## config.mk

```make
export PLATFORM = sky130hd
export DESIGN_NAME = multichannel_packet_deframer
export DESIGN_NICKNAME = d
export VERILOG_FILES = /design/src/hw/rtl/mcpd_pkg.sv /design/src/hw/rtl/multichannel_packet_deframer.sv
export SDC_FILE = /design/constraint.sdc
export NUM_CORES = 1
export LEC_CHECK = 0
export ABC_AREA = 1
export BUFFER_PORTS_ARGS = -buffer_cell sky130_fd_sc_hd__buf_2
export CORE_UTILIZATION = 40
export CTS_BUF_LIST = sky130_fd_sc_hd__clkbuf_16
export DETAILED_ROUTE_END_ITERATION = 6
export GPL_ROUTABILITY_DRIVEN = 0
export GPL_TIMING_DRIVEN = 0
export SYNTH_ARGS = -nofsm -noshare
export SYNTH_HDL_FRONTEND = slang
export SYNTH_SLANG_ARGS = --single-unit
```

## constraint.sdc

```tcl
create_clock -name clk -period 5.96 [get_ports clk]
set_clock_uncertainty 0.1 [all_clocks]
set_input_delay 0.894 -clock clk [delete_from_list [all_inputs] [get_ports clk]]
set_output_delay 0.894 -clock clk [all_outputs]
set_load 0.02 [all_outputs]
```

## src/hw/rtl/mcpd_pkg.sv

```systemverilog
// ----------------------------------------------------------------------------
// mcpd_pkg
// Shared types and constants for the multichannel packet deframer.
// ----------------------------------------------------------------------------
package mcpd_pkg;

    localparam int NUM_CHANNELS = 3;
    localparam int ADDR_W       = (NUM_CHANNELS > 1) ? $clog2(NUM_CHANNELS) : 1;
    localparam int CHAN_W       = 2;
    localparam int BYTE_BITS    = 8;
    localparam int WORD_W       = 2 * BYTE_BITS;

    localparam logic [BYTE_BITS-1:0] SYNC_BYTE = 8'hFF;

    typedef enum logic [3:0] {
        PH_HUNT0   = 4'd0,
        PH_HUNT1   = 4'd1,
        PH_CMD1_LO = 4'd2,
        PH_CMD1_HI = 4'd3,
        PH_CMD2_LO = 4'd4,
        PH_CMD2_HI = 4'd5,
        PH_LEN_LO  = 4'd6,
        PH_LEN_HI  = 4'd7,
        PH_PAYLOAD = 4'd8
    } phase_t;

    typedef struct packed {
        logic [CHAN_W-1:0]    channel;
        logic [BYTE_BITS-1:0] byte_value;
    } item_t;

    typedef struct packed {
        logic [CHAN_W-1:0]    out_channel;
        logic [WORD_W-1:0]    command_one;
        logic [WORD_W-1:0]    command_two;
        logic [WORD_W-1:0]    frame_length;
        logic [BYTE_BITS-1:0] payload_byte;
        logic [WORD_W-1:0]    byte_index;
        logic                 has_byte;
        logic                 last;
    } result_t;

    typedef struct packed {
        phase_t            phase;
        logic [WORD_W-1:0] command_one;
        logic [WORD_W-1:0] command_two;
        logic [WORD_W-1:0] length;
        logic [WORD_W-1:0] count;
    } chan_state_t;

endpackage

```

## src/hw/rtl/multichannel_packet_deframer.sv

```systemverilog
// ----------------------------------------------------------------------------
// multichannel_packet_deframer
// Per-channel sync/header/length parser that streams out payload bytes.
// ----------------------------------------------------------------------------
// input channel: item (channel, byte_value) with item_valid / item_ready.
// each channel runs its own parser: two 0xff sync bytes, command word one,
// command word two and a length, all 16-bit little-endian, then the payload.
// output channel: result with result_valid / result_ready. one result per
// payload byte (last marks the final byte) and one empty notice with
// has_byte low for a zero-length frame; other bytes give no result.
// bytes with a channel number of the channel count or more are dropped.
// throughput: one byte per cycle unless a stalled result holds stage one.
// the per-channel state lives in a small synchronous memory; each byte
// does one read and one write-back, and a byte on the same channel as the
// one ahead takes its state from a bypass register instead of the memory.
// a result passes through the stage-one register, then the output register.
// reset: every channel starts hunting for sync with zeroed header fields;
// per-entry valid bits make a never-written entry read as zero, so no
// clearing pass is needed.
// stall: a waiting result sits in the output register; requests keep
// flowing until a second result would need that register.
// ----------------------------------------------------------------------------
module multichannel_packet_deframer
(
    input  logic             clk,
    input  logic             rst_n,
    input  logic             item_valid,
    output logic             item_ready,
    input  mcpd_pkg::item_t  item,
    output logic             result_valid,
    input  logic             result_ready,
    output mcpd_pkg::result_t result
);

    mcpd_pkg::chan_state_t state_mem [mcpd_pkg::NUM_CHANNELS];
    logic [mcpd_pkg::NUM_CHANNELS-1:0] entry_valid_reg;

    mcpd_pkg::chan_state_t rd_data_reg;
    logic                  rd_valid_reg;
    mcpd_pkg::chan_state_t fwd_data_reg;
    logic                  fwd_valid_reg;

    logic                                s1_valid_reg;
    logic [mcpd_pkg::ADDR_W-1:0]         s1_ch_reg;
    logic [mcpd_pkg::BYTE_BITS-1:0]      s1_byte_reg;

    logic              result_valid_reg;
    mcpd_pkg::result_t result_reg;

    mcpd_pkg::chan_state_t cur;
    mcpd_pkg::chan_state_t entry_next;
    mcpd_pkg::result_t     res;
    logic                  has_result;
    logic [mcpd_pkg::WORD_W-1:0] len_full;
    logic                  fin;
    logic                  s1_adv;
    logic                  accept;
    logic                  in_range;
    logic [mcpd_pkg::ADDR_W-1:0] rd_addr;
    logic                  load_out;

    assign in_range = int'(item.channel) < mcpd_pkg::NUM_CHANNELS;
    assign rd_addr  = mcpd_pkg::ADDR_W'(item.channel);

    assign s1_adv     = !(has_result && result_valid_reg && !result_ready);
    assign item_ready = !s1_valid_reg || s1_adv;
    assign accept     = item_valid && item_ready;
    assign load_out   = s1_valid_reg && s1_adv && has_result;

    // channel state as seen by the byte in stage one
    always_comb
    begin
        if (fwd_valid_reg)
        begin
            cur = fwd_data_reg;
        end
        else if (rd_valid_reg)
        begin
            cur = rd_data_reg;
        end
        else
        begin
            cur = '0;
        end
    end

    assign len_full = {s1_byte_reg, cur.length[mcpd_pkg::BYTE_BITS-1:0]};
    assign fin = ({1'b0, cur.count} + 17'd1) >= {1'b0, cur.length};

    // next state
    always_comb
    begin
        entry_next = cur;
        unique case (cur.phase)
            mcpd_pkg::PH_HUNT1:
            begin
                entry_next.phase = (s1_byte_reg == mcpd_pkg::SYNC_BYTE) ?
                                   mcpd_pkg::PH_CMD1_LO : mcpd_pkg::PH_HUNT0;
            end
            mcpd_pkg::PH_CMD1_LO:
            begin
                entry_next.command_one = {8'h00, s1_byte_reg};
                entry_next.phase       = mcpd_pkg::PH_CMD1_HI;
            end
            mcpd_pkg::PH_CMD1_HI:
            begin
                entry_next.command_one =
                    {s1_byte_reg, cur.command_one[mcpd_pkg::BYTE_BITS-1:0]};
                entry_next.phase       = mcpd_pkg::PH_CMD2_LO;
            end
            mcpd_pkg::PH_CMD2_LO:
            begin
                entry_next.command_two = {8'h00, s1_byte_reg};
                entry_next.phase       = mcpd_pkg::PH_CMD2_HI;
            end
            mcpd_pkg::PH_CMD2_HI:
            begin
                entry_next.command_two =
                    {s1_byte_reg, cur.command_two[mcpd_pkg::BYTE_BITS-1:0]};
                entry_next.phase       = mcpd_pkg::PH_LEN_LO;
            end
            mcpd_pkg::PH_LEN_LO:
            begin
                entry_next.length = {8'h00, s1_byte_reg};
                entry_next.phase  = mcpd_pkg::PH_LEN_HI;
            end
            mcpd_pkg::PH_LEN_HI:
            begin
                entry_next.length = len_full;
                entry_next.count  = '0;
                entry_next.phase  = (len_full == '0) ?
                                    mcpd_pkg::PH_HUNT0 : mcpd_pkg::PH_PAYLOAD;
            end
            mcpd_pkg::PH_PAYLOAD:
            begin
                entry_next.count = cur.count + 16'd1;
                if (fin)
                begin
                    entry_next.phase = mcpd_pkg::PH_HUNT0;
                end
            end
            default:
            begin
                entry_next.count = '0;
                entry_next.phase = (s1_byte_reg == mcpd_pkg::SYNC_BYTE) ?
                                   mcpd_pkg::PH_HUNT1 : mcpd_pkg::PH_HUNT0;
            end
        endcase
    end

    // result
    always_comb
    begin
        has_result       = 1'b0;
        res.out_channel  = mcpd_pkg::CHAN_W'(s1_ch_reg);
        res.command_one  = cur.command_one;
        res.command_two  = cur.command_two;
        res.frame_length = cur.length;
        res.payload_byte = '0;
        res.byte_index   = '0;
        res.has_byte     = 1'b0;
        res.last         = 1'b0;
        unique case (cur.phase)
            mcpd_pkg::PH_LEN_HI:
            begin
                if (len_full == '0)
                begin
                    has_result       = 1'b1;
                    res.frame_length = len_full;
                    res.last         = 1'b1;
                end
            end
            mcpd_pkg::PH_PAYLOAD:
            begin
                has_result       = 1'b1;
                res.payload_byte = s1_byte_reg;
                res.byte_index   = cur.count;
                res.has_byte     = 1'b1;
                res.last         = fin;
            end
            default:
            begin
                has_result = 1'b0;
            end
        endcase
    end

    // state memory
    always_ff @(posedge clk)
    begin
        if (s1_valid_reg && s1_adv)
        begin
            state_mem[s1_ch_reg] <= entry_next;
        end
        if (accept && in_range)
        begin
            rd_data_reg <= state_mem[rd_addr];
        end
    end

    always_ff @(posedge clk or negedge rst_n)
    begin
        if (!rst_n)
        begin
            entry_valid_reg <= '0;
            rd_valid_reg    <= 1'b0;
            fwd_valid_reg   <= 1'b0;
            s1_valid_reg    <= 1'b0;
        end
        else
        begin
            if (s1_valid_reg && s1_adv)
            begin
                entry_valid_reg[s1_ch_reg] <= 1'b1;
            end
            if (accept)
            begin
                s1_valid_reg <= in_range;
                if (in_range)
                begin
                    rd_valid_reg  <= entry_valid_reg[rd_addr];
                    fwd_valid_reg <= s1_valid_reg && (s1_ch_reg == rd_addr);
                end
            end
            else if (s1_adv)
            begin
                s1_valid_reg <= 1'b0;
            end
        end
    end

    // stage one payload and bypass
    always_ff @(posedge clk)
    begin
        if (accept && in_range)
        begin
            s1_ch_reg    <= rd_addr;
            s1_byte_reg  <= item.byte_value;
            fwd_data_reg <= entry_next;
        end
    end

    // output register
    always_ff @(posedge clk or negedge rst_n)
    begin
        if (!rst_n)
        begin
            result_valid_reg <= 1'b0;
        end
        else if (load_out)
        begin
            result_valid_reg <= 1'b1;
        end
        else if (result_ready)
        begin
            result_valid_reg <= 1'b0;
        end
    end

    always_ff @(posedge clk)
    begin
        if (load_out)
        begin
            result_reg <= res;
        end
    end

    assign result_valid = result_valid_reg;
    assign result       = result_reg;

endmodule

```

==> impl_summary.txt <==
----------------------------------------------------
[Status]
  Result of the run ... complete, no violations

[Finish]
  Share of final-layout standard cells stronger than drive strength 1 ... 13.9%
  Post-route cell area ... between 0.02 and 0.025 mm^2
  Final net count ... between 1500 and 2000
  Area grow syn2layout ... 16.4%
  Largest register FFs ... approximately 200
  Final instance count without filler cells ... around 2100
  Final antenna diode count ... 0

[Clock network]
  TritonCTS sink count ... 433
  Clock root cell ... clkbuf_16
  Number of hold buffers added after cts ... 0
  Number of buffers inserted by post-CTS setup repair ... 0
  Post-cts repair resize count ... 0
  Clock buffers created by TritonCTS ... 46
  Number of levels in the clock H-tree ... 2
  Clock latency on the worst-skew pair ... roughly 0.59 ns
  TritonCTS clock tree ... built
  Post-CTS clock slew at the launch and capture registers of the worst setup and hold paths ... 0.06 ns
  Clk buf depth ... 3

[Timing]
  Total of endpoints with negative setup slack in the final report ... 0
  Setup repair after global routing missed its margin ... false
  Max-slew violation total from the final report ... 0
  Worst Max-Slew Pin Slew ... about 0.9 ns
  Peak clock frequency supported by timing ... 257 MHz
  Hold_ws ... between 0.04 and 0.05 ns
  Final critical path time including I/O delays and setup ... 3.89 ns
  Number of hold violations in the final report ... 0
  Final-layout setup total negative slack ... 0 ns
  Share of the clock period used by the worst path ... approximately two thirds
  Headroom to the max-slew limit ... about two fifths

[Drt]
  Antenna Nets Post-Route ... 0
  Number of iterations in the first detailed-routing pass ... 6
  Via count ... ~11000
  Starting DRC count in detailed routing ... about 1000
  Number of design rule violations left after detail routing ... 0
  Final Routed Wirelength ... roughly 43000 um
  Routed wirelength normalized by instance count ... 20.6 um
  Mean number of vias per cell ... between 5 and 6

[Synthesis]
  Area of the mapped netlist ... ~0.017 mm^2
  Primary FF master, synth ... edfxtp_1
  Area share of the largest cell type after synthesis ... about three quarters
  Most instantiated library cell after synthesis ... edfxtp_1
  Post-Synthesis Cells ... about 1300
  Most numerous cell types in the synthesized netlist ... edfxtp_1, nand2_1, a21oi_1, nor2_1, inv_1
  Fraction of synthesis flops using an asynchronous set or reset pin ... under 10%
  Total of flip-flops plus latches after synthesis ... approximately 430
  Average footprint of a synthesized cell ... around 13 um^2
  Count of flip-flops with a built-in enable after synthesis ... around 430
  Cell types with the largest area share after synthesis ... edfxtp_1, nand2_1, a21oi_1
  Synth warnings ... 0
  Nets in the synthesized netlist ... about 1400
  Largest area contributor in the netlist ... edfxtp_1
  Library cells used by synthesis ... between 40 and 50
  Part of the Yosys area used for sequential elements ... 75.0%

[Placed design]
  IO Port Bufs ... 91
  Total cell area at the placement stage ... between 0.015 and 0.02 mm^2
  Post-detailed-placement half-perimeter wirelength ... between 20000 and 30000 um
  Placed cell count ... approximately 2000

[Setup path]
  Critical-path top delay cell ... a22oi_1
  Startpoint class of the critical path ... register
  Cell repeated most along the worst path ... nand2_1
  Worst path bufs/invs ... 4
  Worst Setup Path Type ... reg -> reg
  Element type at the critical path end ... register
  Peak per-stage delay on the critical path ... around 0.44 ns
  Arrival time at the worst endpoint ... 4.09 ns
  Worst path cell trace ... buf_6, buf_2, a22oi_1, inv_1, ha_1, nand2_1, nor2_1, nand2_1, xor2_1, inv_1, ha_1, nand2_1, nor2_1, nand3b_1, nand3_1, nand2_1, nand2_1, nand2_1, nand2_1, nand2_1, nand3_1, nand2_1
  Max Fanout on Critical Path ... 10
  Required time at the endpoint of the critical path ... around 6.2 ns
  Gate family responsible for the most delay along the worst path ... simple AND/OR/NAND/NOR gates

[GRT]
  First-pass GRT wire length ... ~65000 um
  Maximum number of pins on one net before global-route repair ... between 80 and 90
  Total congestion overflow after global routing ... 0
  Number of antenna violations at the first check in global routing ... 0
  Tot GR Track Use ... between 10% and 20%
  Number of global-route vias before repair ... about 11000

[Hold path]
  Min-delay worst type ... in -> async

[Die]
  Die area ... around 0.044 mm^2
  Io pins ... 92
  Starting density of the core ... between 40 and 50%
  FP Rows ... 75
  Horiz. Die Dim ... 210 um
  Height of the die ... roughly 210 um
  Standard cell core area ... around 0.042 mm^2

[Power]
  Reported leakage power ... ~0.0075 uW
  Total power per unit cell area ... 362 mW/mm^2
  VDD IR-drop max ... about 220 uV

[Job]
  MaxCap Viol Count ... 0

----------------------------------------------------
==> worst paths after layout <==
| path | endpoint | cells past startpoint | startpoint | slack [ns] |
|---|---|---|---|---|
| max | fwd_data_reg[67]$_DFFE_PP_ | 22 | fwd_valid_reg$_DFFE_PN0P_ | 2.07 |
| min | rd_valid_reg$_DFFE_PN0P_ | 1 | rst_n | 0.04 |
| max reg2reg | fwd_data_reg[67]$_DFFE_PP_ | 22 | fwd_valid_reg$_DFFE_PN0P_ | 2.07 |
| min reg2reg | entry_valid_reg[1]$_DFFE_PN0P_ | 2 | entry_valid_reg[1]$_DFFE_PN0P_ | 0.36 |
| max in group asynchronous | entry_valid_reg[0]$_DFFE_PN0P_ | 1 | rst_n | 5.54 |
| min in group clk | entry_valid_reg[1]$_DFFE_PN0P_ | 2 | entry_valid_reg[1]$_DFFE_PN0P_ | 0.36 |
==> worst reg2reg max path, cell delays in order (launching register included) <==
cell	delay (ns)
dfrtp_1	0.39
buf_6	0.16
buf_2	0.23
a22oi_1	0.44
inv_1	0.19
ha_1	0.30
nand2_1	0.11
nor2_1	0.06
nand2_1	0.10
xor2_1	0.26
inv_1	0.09
ha_1	0.29
nand2_1	0.07
nor2_1	0.14
nand3b_1	0.09
nand3_1	0.11
nand2_1	0.06
nand2_1	0.05
nand2_1	0.04
nand2_1	0.05
nand2_1	0.06
nand3_1	0.11
nand2_1	0.13
==> final cells by class <==
type / count / area [um^2]
Fill cell: 3776 / 22200
Sequential cell: 433 / 13000
Clock buffer: 46 / 1150
Buffer: 53 / 250
Multi-Input combinational cell: 743 / 3710
Inverter: 100 / 390
Timing Repair Buffer: 96 / 593
Tap cell: 577 / 722
Clock inverter: 39 / 348
==> where the power goes <==
group	switching (uW)	total [uW]	internal (uW)	leakage (uW)
Sequential	43.4	3660	3620	0.00408
Clock	1190	2820	1630	0.000762
Combinational	601	803	202	0.00267
Total	1830	7290	5450	0.00751
==> cell usage in the layout (no fill, tap or decap), types with 17 or more instances in the layout <==
cell and n:
buf_2 99, a21oi_1 142, nand3_1 34, nor2_1 120, a22oi_1 25, ha_1 17, nand2_1 257, clkbuf_1 35
edfxtp_1 426, o21ai_0 48, clkbuf_16 46, inv_1 101
==> stage by stage <==
step	utilization [%]	worst slack, ns	power, uW
after floorplan	-	1.02	4230
after detailed placement	44.0	2.11	4520
after CTS	47.6	2.13	7350
after global routing	47.6	1.75	7560
after global placement	43.7	-0.956	4500
final	47.6	2.07	7290
==> kinds of logic after synthesis <==
family / count (synthesis) / synth area share, %
AOI/OAI and AO/OA: 261 / 8.54
and+or+nand+nor: 460 / 11.4
buffers and inverters: 153 / 3.62
xor gates and xnor gates: 5 / 0.253
DFF: 433 / 75.0
adders and majority gates: 17 / 1.23
==> metal layers <==
layer  vias to the layer above  share of wire (%)  GRT usage [%]
met5                         -                  0              0
met4                         0                2.4           7.30
met3                        70                6.7           2.96
met2                       372                 47           31.6
met1                      5408                 44           27.7
li1                       5047                  -              -
Power figures use the tool's default switching activity.
